--- src/hw/rtl/ckc_pkg.sv ---
// Shared types and constants for the chroma key compositor.
// Word layouts of both channels, register indexes and conversion coefficients.
// No dependencies.
package ckc_pkg;

    // Input word: foreground pixel, background pixel, band select
    typedef struct packed {
        logic [7:0] front_red;
        logic [7:0] front_green;
        logic [7:0] front_blue;
        logic [7:0] back_red;
        logic [7:0] back_green;
        logic [7:0] back_blue;
        logic       band;
    } t_in_word;

    // Output word: composited pixel and key flag
    typedef struct packed {
        logic [7:0] out_red;
        logic [7:0] out_green;
        logic [7:0] out_blue;
        logic       keyed;
    } t_out_word;

    // Key averages of one band, unsigned 8.4 fixed point
    typedef struct packed {
        logic [11:0] luma;
        logic [11:0] blue_diff;
        logic [11:0] red_diff;
    } t_band_avg;

    // Full key setup handed from the register file to the keyer
    typedef struct packed {
        t_band_avg [1:0] band;
        logic [7:0]      tol;
    } t_key_cfg;

    // Register index (byte address / 4)
    typedef enum logic [2:0] {
        REG_LUMA0     = 3'd0,
        REG_BLUE0     = 3'd1,
        REG_RED0      = 3'd2,
        REG_LUMA1     = 3'd3,
        REG_BLUE1     = 3'd4,
        REG_RED1      = 3'd5,
        REG_TOL       = 3'd6
    } t_reg_idx;

    localparam int ADDR_W = 5;
    localparam int NUM_W  = 22;

    // Conversion numerators after the mid stage, plus the carried pixels
    typedef struct packed {
        logic [NUM_W-1:0] y_num;
        logic [NUM_W-1:0] cb_num;
        logic [NUM_W-1:0] cr_num;
        t_in_word         pix;
    } t_num_word;

    // BT.601 coefficients scaled by 10000, except CR_B (718, where BT.601 has 710)
    localparam logic [NUM_W:0] Y_R  = 23'd2570;
    localparam logic [NUM_W:0] Y_G  = 23'd5040;
    localparam logic [NUM_W:0] Y_B  = 23'd980;
    localparam logic [NUM_W:0] Y_OF = 23'd160000;
    localparam logic [NUM_W:0] CB_R = 23'd1480;
    localparam logic [NUM_W:0] CB_G = 23'd2910;
    localparam logic [NUM_W:0] CB_B = 23'd4390;
    localparam logic [NUM_W:0] C_OF = 23'd1280000;
    localparam logic [NUM_W:0] CR_R = 23'd4390;
    localparam logic [NUM_W:0] CR_G = 23'd3680;
    localparam logic [NUM_W:0] CR_B = 23'd718;

    // floor(n / 10000) = (n * RECIP_10K) >> RECIP_SH, exact for n < 2^22
    localparam logic [22:0] RECIP_10K = 23'd6871948;
    localparam int          RECIP_SH  = 36;
    localparam int          PROD_W    = NUM_W + 23;

    localparam logic [9:0] SUM_MIN = 10'd320;

endpackage

--- src/hw/rtl/ckc_cfg.sv ---
// APB register file for the chroma key compositor: band averages and tolerance.
// Depends on ckc_pkg for the register indexes and the t_key_cfg layout.
module ckc_cfg (
    input  logic                        i_clk,
    input  logic                        i_rst_n,
    input  logic                        psel,
    input  logic                        penable,
    input  logic                        pwrite,
    input  logic [ckc_pkg::ADDR_W-1:0]  paddr,
    input  logic [31:0]                 pwdata,
    output logic [31:0]                 prdata,
    output logic                        pready,
    output ckc_pkg::t_key_cfg           o_cfg
);
    import ckc_pkg::*;

    t_key_cfg r_cfg;
    t_key_cfg n_cfg;
    t_reg_idx idx;
    logic     wr_en;

    assign idx    = t_reg_idx'(paddr[4:2]);
    assign wr_en  = psel && penable && pwrite;
    assign pready = 1'b1;
    assign o_cfg  = r_cfg;

    // Decode the write; unknown indexes drop the word
    always_comb begin
        n_cfg = r_cfg;
        if (wr_en) begin
            case (idx)
                REG_LUMA0: n_cfg.band[0].luma      = pwdata[11:0];
                REG_BLUE0: n_cfg.band[0].blue_diff = pwdata[11:0];
                REG_RED0:  n_cfg.band[0].red_diff  = pwdata[11:0];
                REG_LUMA1: n_cfg.band[1].luma      = pwdata[11:0];
                REG_BLUE1: n_cfg.band[1].blue_diff = pwdata[11:0];
                REG_RED1:  n_cfg.band[1].red_diff  = pwdata[11:0];
                REG_TOL:   n_cfg.tol               = pwdata[7:0];
                default: ;
            endcase
        end
    end

    always_ff @(posedge i_clk) begin
        if (!i_rst_n) begin
            r_cfg <= '0;
        end else begin
            r_cfg <= n_cfg;
        end
    end

    // Read back the selected register
    always_comb begin
        case (idx)
            REG_LUMA0: prdata = {20'd0, r_cfg.band[0].luma};
            REG_BLUE0: prdata = {20'd0, r_cfg.band[0].blue_diff};
            REG_RED0:  prdata = {20'd0, r_cfg.band[0].red_diff};
            REG_LUMA1: prdata = {20'd0, r_cfg.band[1].luma};
            REG_BLUE1: prdata = {20'd0, r_cfg.band[1].blue_diff};
            REG_RED1:  prdata = {20'd0, r_cfg.band[1].red_diff};
            REG_TOL:   prdata = {24'd0, r_cfg.tol};
            default:   prdata = 32'd0;
        endcase
    end

endmodule

--- src/hw/rtl/ckc_keyer.sv ---
// Key decision: divides the YCbCr numerators by 10000, tests them against the
// band averages and picks the background or foreground pixel. Uses ckc_pkg.
module ckc_keyer (
    input  ckc_pkg::t_num_word i_num,
    input  ckc_pkg::t_key_cfg  i_cfg,
    output ckc_pkg::t_out_word o_word
);
    import ckc_pkg::*;

    // Reciprocal multiply in place of a divide by 10000
    function automatic logic [7:0] div10k(input logic [NUM_W-1:0] n);
        logic [PROD_W-1:0] prod;
        prod = {23'd0, n} * {{(PROD_W-23){1'b0}}, RECIP_10K};
        return prod[RECIP_SH+7:RECIP_SH];
    endfunction

    function automatic logic [11:0] absdiff(input logic [11:0] a, input logic [11:0] b);
        return (a > b) ? (a - b) : (b - a);
    endfunction

    t_band_avg   avg;
    logic [7:0]  yv;
    logic [7:0]  cbv;
    logic [7:0]  crv;
    logic [9:0]  sum;
    logic [11:0] dy;
    logic [11:0] dcb;
    logic [11:0] dcr;
    logic [14:0] dcr5;
    logic [14:0] lim3;
    logic [14:0] lim08;
    logic        hit;

    assign avg = i_cfg.band[i_num.pix.band];
    assign yv  = div10k(i_num.y_num);
    assign cbv = div10k(i_num.cb_num);
    assign crv = div10k(i_num.cr_num);

    // Bright enough and close to the key color on all three channels
    always_comb begin
        sum   = 10'(yv) + 10'(cbv) + 10'(crv);
        dy    = absdiff({yv, 4'd0}, avg.luma);
        dcb   = absdiff({cbv, 4'd0}, avg.blue_diff);
        dcr   = absdiff({crv, 4'd0}, avg.red_diff);
        dcr5  = 15'({dcr, 2'b00}) + 15'(dcr);
        lim3  = 15'({i_cfg.tol, 5'd0}) + 15'({i_cfg.tol, 4'd0});
        lim08 = 15'({i_cfg.tol, 6'd0});
        hit   = (sum > SUM_MIN) && (15'(dy) < lim3) && (15'(dcb) < lim3)
                && (dcr5 < lim08);
    end

    // Pass the background on a key hit, else the foreground
    always_comb begin
        o_word.keyed = hit;
        if (hit) begin
            o_word.out_red   = i_num.pix.back_red;
            o_word.out_green = i_num.pix.back_green;
            o_word.out_blue  = i_num.pix.back_blue;
        end else begin
            o_word.out_red   = i_num.pix.front_red;
            o_word.out_green = i_num.pix.front_green;
            o_word.out_blue  = i_num.pix.front_blue;
        end
    end

endmodule

--- src/hw/rtl/chroma_key_compositor.sv ---
// Chroma key compositor top level: input register, numerator stage, keyer and
// result register. Depends on ckc_pkg, ckc_cfg and ckc_keyer.
//
//   channel   direction  handshake                   word
//   in        input      i_in_valid / o_in_stall     ckc_pkg::t_in_word
//   out       output     o_out_valid / i_out_stall   ckc_pkg::t_out_word
//   config    input      APB psel/penable/pwrite     7 registers at 4*i
//
// Three register stages: input, mid and result. One word per cycle while
// i_out_stall is low, since then every stage advances; one multiply level
// lies between registers (coefficients, then reciprocal).
// Synchronous active-low reset empties the pipe and clears the config registers; stage payloads are not reset.
// i_out_stall holds the result register; a full stage ahead of it backs up
// toward o_in_stall without losing or repeating a word.
module chroma_key_compositor (
    input  logic                        i_clk,
    input  logic                        i_rst_n,
    input  logic                        i_in_valid,
    output logic                        o_in_stall,
    input  ckc_pkg::t_in_word           i_in_word,
    output logic                        o_out_valid,
    input  logic                        i_out_stall,
    output ckc_pkg::t_out_word          o_out_word,
    input  logic                        psel,
    input  logic                        penable,
    input  logic                        pwrite,
    input  logic [ckc_pkg::ADDR_W-1:0]  paddr,
    input  logic [31:0]                 pwdata,
    output logic [31:0]                 prdata,
    output logic                        pready
);
    import ckc_pkg::*;

    t_key_cfg  cfg;
    t_in_word  r_in_word;
    t_num_word r_mid_word;
    t_num_word n_mid_word;
    t_out_word r_out_word;
    t_out_word n_out_word;
    logic      r_in_valid;
    logic      r_mid_valid;
    logic      r_out_valid;
    logic      ld_in;
    logic      ld_mid;
    logic      ld_out;

    ckc_cfg u_cfg (
        .i_clk   (i_clk),
        .i_rst_n (i_rst_n),
        .psel    (psel),
        .penable (penable),
        .pwrite  (pwrite),
        .paddr   (paddr),
        .pwdata  (pwdata),
        .prdata  (prdata),
        .pready  (pready),
        .o_cfg   (cfg)
    );

    // Advance a stage when it is empty or its word moves on
    assign ld_out     = !r_out_valid || !i_out_stall;
    assign ld_mid     = !r_mid_valid || ld_out;
    assign ld_in      = !r_in_valid || ld_mid;
    assign o_in_stall = !ld_in;

    // Form the three conversion numerators; all stay positive below 2^22
    always_comb begin
        n_mid_word.pix    = r_in_word;
        n_mid_word.y_num  = NUM_W'(Y_R * r_in_word.front_red + Y_G * r_in_word.front_green
                                  + Y_B * r_in_word.front_blue + Y_OF);
        n_mid_word.cb_num = NUM_W'(CB_B * r_in_word.front_blue + C_OF
                                  - CB_R * r_in_word.front_red
                                  - CB_G * r_in_word.front_green);
        n_mid_word.cr_num = NUM_W'(CR_R * r_in_word.front_red + C_OF
                                  - CR_G * r_in_word.front_green
                                  - CR_B * r_in_word.front_blue);
    end

    ckc_keyer u_keyer (
        .i_num  (r_mid_word),
        .i_cfg  (cfg),
        .o_word (n_out_word)
    );

    // Stage valid bits
    always_ff @(posedge i_clk) begin
        if (!i_rst_n) begin
            r_in_valid  <= 1'b0;
            r_mid_valid <= 1'b0;
            r_out_valid <= 1'b0;
        end else begin
            if (ld_in) begin
                r_in_valid <= i_in_valid;
            end
            if (ld_mid) begin
                r_mid_valid <= r_in_valid;
            end
            if (ld_out) begin
                r_out_valid <= r_mid_valid;
            end
        end
    end

    // Stage payloads
    always_ff @(posedge i_clk) begin
        if (ld_in) begin
            r_in_word <= i_in_word;
        end
        if (ld_mid) begin
            r_mid_word <= n_mid_word;
        end
        if (ld_out) begin
            r_out_word <= n_out_word;
        end
    end

    assign o_out_valid = r_out_valid;
    assign o_out_word  = r_out_word;

`ifndef SYNTHESIS
    // An accepted word lands in the input register
    a_in_capture: assert property (@(posedge i_clk) disable iff (!i_rst_n)
        i_in_valid && !o_in_stall |=> r_in_valid)
        else $error("accepted word not captured");

    // Input backs up only when every stage is full and the output is stalled
    a_stall_full: assert property (@(posedge i_clk) disable iff (!i_rst_n)
        o_in_stall |-> r_in_valid && r_mid_valid && r_out_valid && i_out_stall)
        else $error("input stalled with room in the pipe");

    // A held mid word is not dropped
    a_mid_hold: assert property (@(posedge i_clk) disable iff (!i_rst_n)
        r_mid_valid && !ld_out |=> r_mid_valid)
        else $error("mid stage word lost");
`endif

endmodule
--- config.mk ---
export PLATFORM = sky130hd
export DESIGN_NAME = chroma_key_compositor
export DESIGN_NICKNAME = d
export VERILOG_FILES = /design/src/hw/rtl/ckc_pkg.sv /design/src/hw/rtl/ckc_cfg.sv /design/src/hw/rtl/ckc_keyer.sv /design/src/hw/rtl/chroma_key_compositor.sv
export SDC_FILE = /design/constraint.sdc
export NUM_CORES = 2
export LEC_CHECK = 0
export ABC_AREA = 1
export BUFFER_PORTS_ARGS = -buffer_cell sky130_fd_sc_hd__buf_4
export CAP_MARGIN = 5
export CORE_MARGIN = 2
export CORE_UTILIZATION = 60
export DETAILED_ROUTE_END_ITERATION = 10
export GPL_TIMING_DRIVEN = 0
export PLACE_DENSITY = 0.77
export SLEW_MARGIN = 20
export SYNTH_ARGS = -nofsm -noshare
export SYNTH_HDL_FRONTEND = slang
export SYNTH_SLANG_ARGS = --single-unit
export TNS_END_PERCENT = 1
--- constraint.sdc ---
create_clock -name i_clk -period 19.9 [get_ports i_clk]
set_input_delay 3.98 -clock i_clk [delete_from_list [all_inputs] [get_ports i_clk]]
set_output_delay 3.98 -clock i_clk [all_outputs]
set_load 0.01 [all_outputs]
==> metrics.cfg <==
[cts]
clk_path_buf_depth=3
cts_root_buf=clkbuf_16
cts_resized=0
clock_latency_ns=0.56
cts_setup_buffers=0
path_clk_slew_ns=0.06
hold_buffers=0
clock_sinks=268
htreeDepth=2
numCtsBuffers=34
cts_tree=yes

[synth]
postSynthCellCount=5559
synth_area_leaders=ha_1 (27%), fa_1 (26%), edfxtp_1 (11%), inv_1 (11%), nand2_1 (3.7%)
synth_common_cells=inv_1 (1451), ha_1 (1112), fa_1 (658)
yosys_warnings=0
syn_area_per_cell_um2=9.17
synthArstFlopShare=0
yosysMostFrequentCell=inv_1
synth-seq-area-share=0.142
syn-cell-area_mm2=0.0510
netlist-cell-type-count=69
synth_flop_cell=edfxtp_1
synth_edf_count=185
ys_seq_elements=268
yosys.area.top_type=ha_1
netlist.area_leader.share=0.273

[cells_and_area]
fillers=6822
antennaDiodeCount=0
finalInstanceArea_mm2=0.0544
nets=7586
drive_above_1_share=0.0515
area_delta_synth_final_pct=6.73
finalCoreUtilization=0.648

[floorplanning]
core_mm2=0.0840
die_h_um=296
io_pins=153
num_rows=106
start_util=0.607
die-area_mm2=0.0873
die_w_um=296

[worst_hold_path]
min_path_type=flip-flop to flip-flop

[timing]
finalSetupViolCount=0
hold_slack_ns=0.412
tns_ns=0
clock.fmax_mhz=89.0
maxSlewHeadroom=0.262
skew_ns=0.0287
finalWorstPathRequiredPeriod_ns=11.24
worst_pin_slew_ns=1.11
finalCritPeriodShare=0.565
slew_viol_final=0
rsz0062_at_grt=false
hold_viol_final=0

[setup_path]
worstSetupPathType=flip-flop to flip-flop
path_max_fanout=9
start_kind=flip-flop
endpoint_kind=flip-flop
crit_arrival_ns=11.51
slowest_delay_ns=0.57
cp_slowest_cell=fa_1
crit_top_cell=inv_1
crit_required_ns=20.17

[global_routing]
grt_pass1_wl_um=201000
grt_max_degree=71
grt_overflow=0
antenna_found_initial=4
grt_usage=0.295
grt_pass1_vias=38436

[run_status]
status=completed

[flow_run]
cap_violations=0

[place]
buffer_ports.inserted=107
dp.final_hpwl_um=109000
placed_cell_area_mm2=0.0533
gp_congestion=0.962

[route]
drt-total-wl_um=125000
drt_first_iter_violations=2392
drt_pre_antenna_iters=5
viasPerCell=5.43
wl_per_cell_um=18.2
via_count=37352
drcViolationCount=0
ant_nets=0

==> registers in the layout, indices dropped and copies added (netlist names) <==
register     flops
n_mid_word      49
o_out_word      25
u_cfg.o_cfg     80
r_in_valid       1
r_mid_word     111
r_mid_valid      1
o_out_valid      1
==> layout make-up <==
cell class              count  area, um^2  share of cell area
plain buffers              55         355             0.00653
inverters                1458        5480               0.101
repair buffers            109         851              0.0156
flip-flops and latches    268        7220               0.133
clock inverters            20         186             0.00343
multi-input cells        3797       38000               0.699
clock buffers              42         881              0.0162
well taps                1134        1420              0.0261
==> layer usage <==
layer	vias up	GRT usage	part of all wire
met2	1081	0.506	0.47
li1	17996	-	-
met5	-	0	0.00038
met3	230	0.0368	0.059
met4	8	0.0676	0.026
met1	18037	0.399	0.44
==> worst max-delay path: cells and delay by family (launching register included) <==
kind,cells,cell delay (ns)
DFF,1,0.46
and+or+nand+nor,14,1.97
adders and majority gates,10,4.59
AOI/OAI and AO/OA,11,2.27
buffers and inverters,8,0.90
xor gates and xnor gates,2,0.73
==> worst paths after layout <==
check	start	endpoint	slack, ns	depth (start not counted)
max	r_mid_word[83]	o_out_word[1]	8.66	45
min	n_mid_word[9]	r_mid_word[9]	0.41	0
max reg2reg	r_mid_word[83]	o_out_word[1]	8.66	45
min reg2reg	n_mid_word[9]	r_mid_word[9]	0.41	0
==> cell usage in the layout, fill, tap and decap left out, types with 83 or more instances in the layout <==
cell / instances
nor2_1: 235
fa_1: 658
edfxtp_1: 185
nand2_1: 502
buf_4: 131
xor2_1: 171
inv_1: 1449
a21oi_1: 345
o21ai_0: 207
dfxtp_1: 83
ha_1: 1112
nand3_1: 123
==> cell families after synthesis <==
group	Yosys count	share of synthesized area
other	2	0.000147
adder cells (fa/ha/maj)	1770	0.531
multiplexers	7	0.00137
flip-flops	268	0.142
buffers and inverters	1513	0.114
XOR/XNOR	251	0.0431
AND/OR/NAND/NOR	1014	0.0867
AO/OA/AOI/OAI	734	0.0816
==> stage by stage <==
stage | std cells | setup WS [ns]
2_1_floorplan | 5578 | 8.69
3_3_place_gp | 6819 | 7.06
3_5_place_dp | 6821 | 8.85
4_1_cts | 6883 | 8.75
5_1_grt | 6883 | 7.90
6_report | 6883 | 8.66
Power is left out: the tool's default activity adds up to more than one toggle a clock period on the data nets, which glitch-free logic cannot reach.
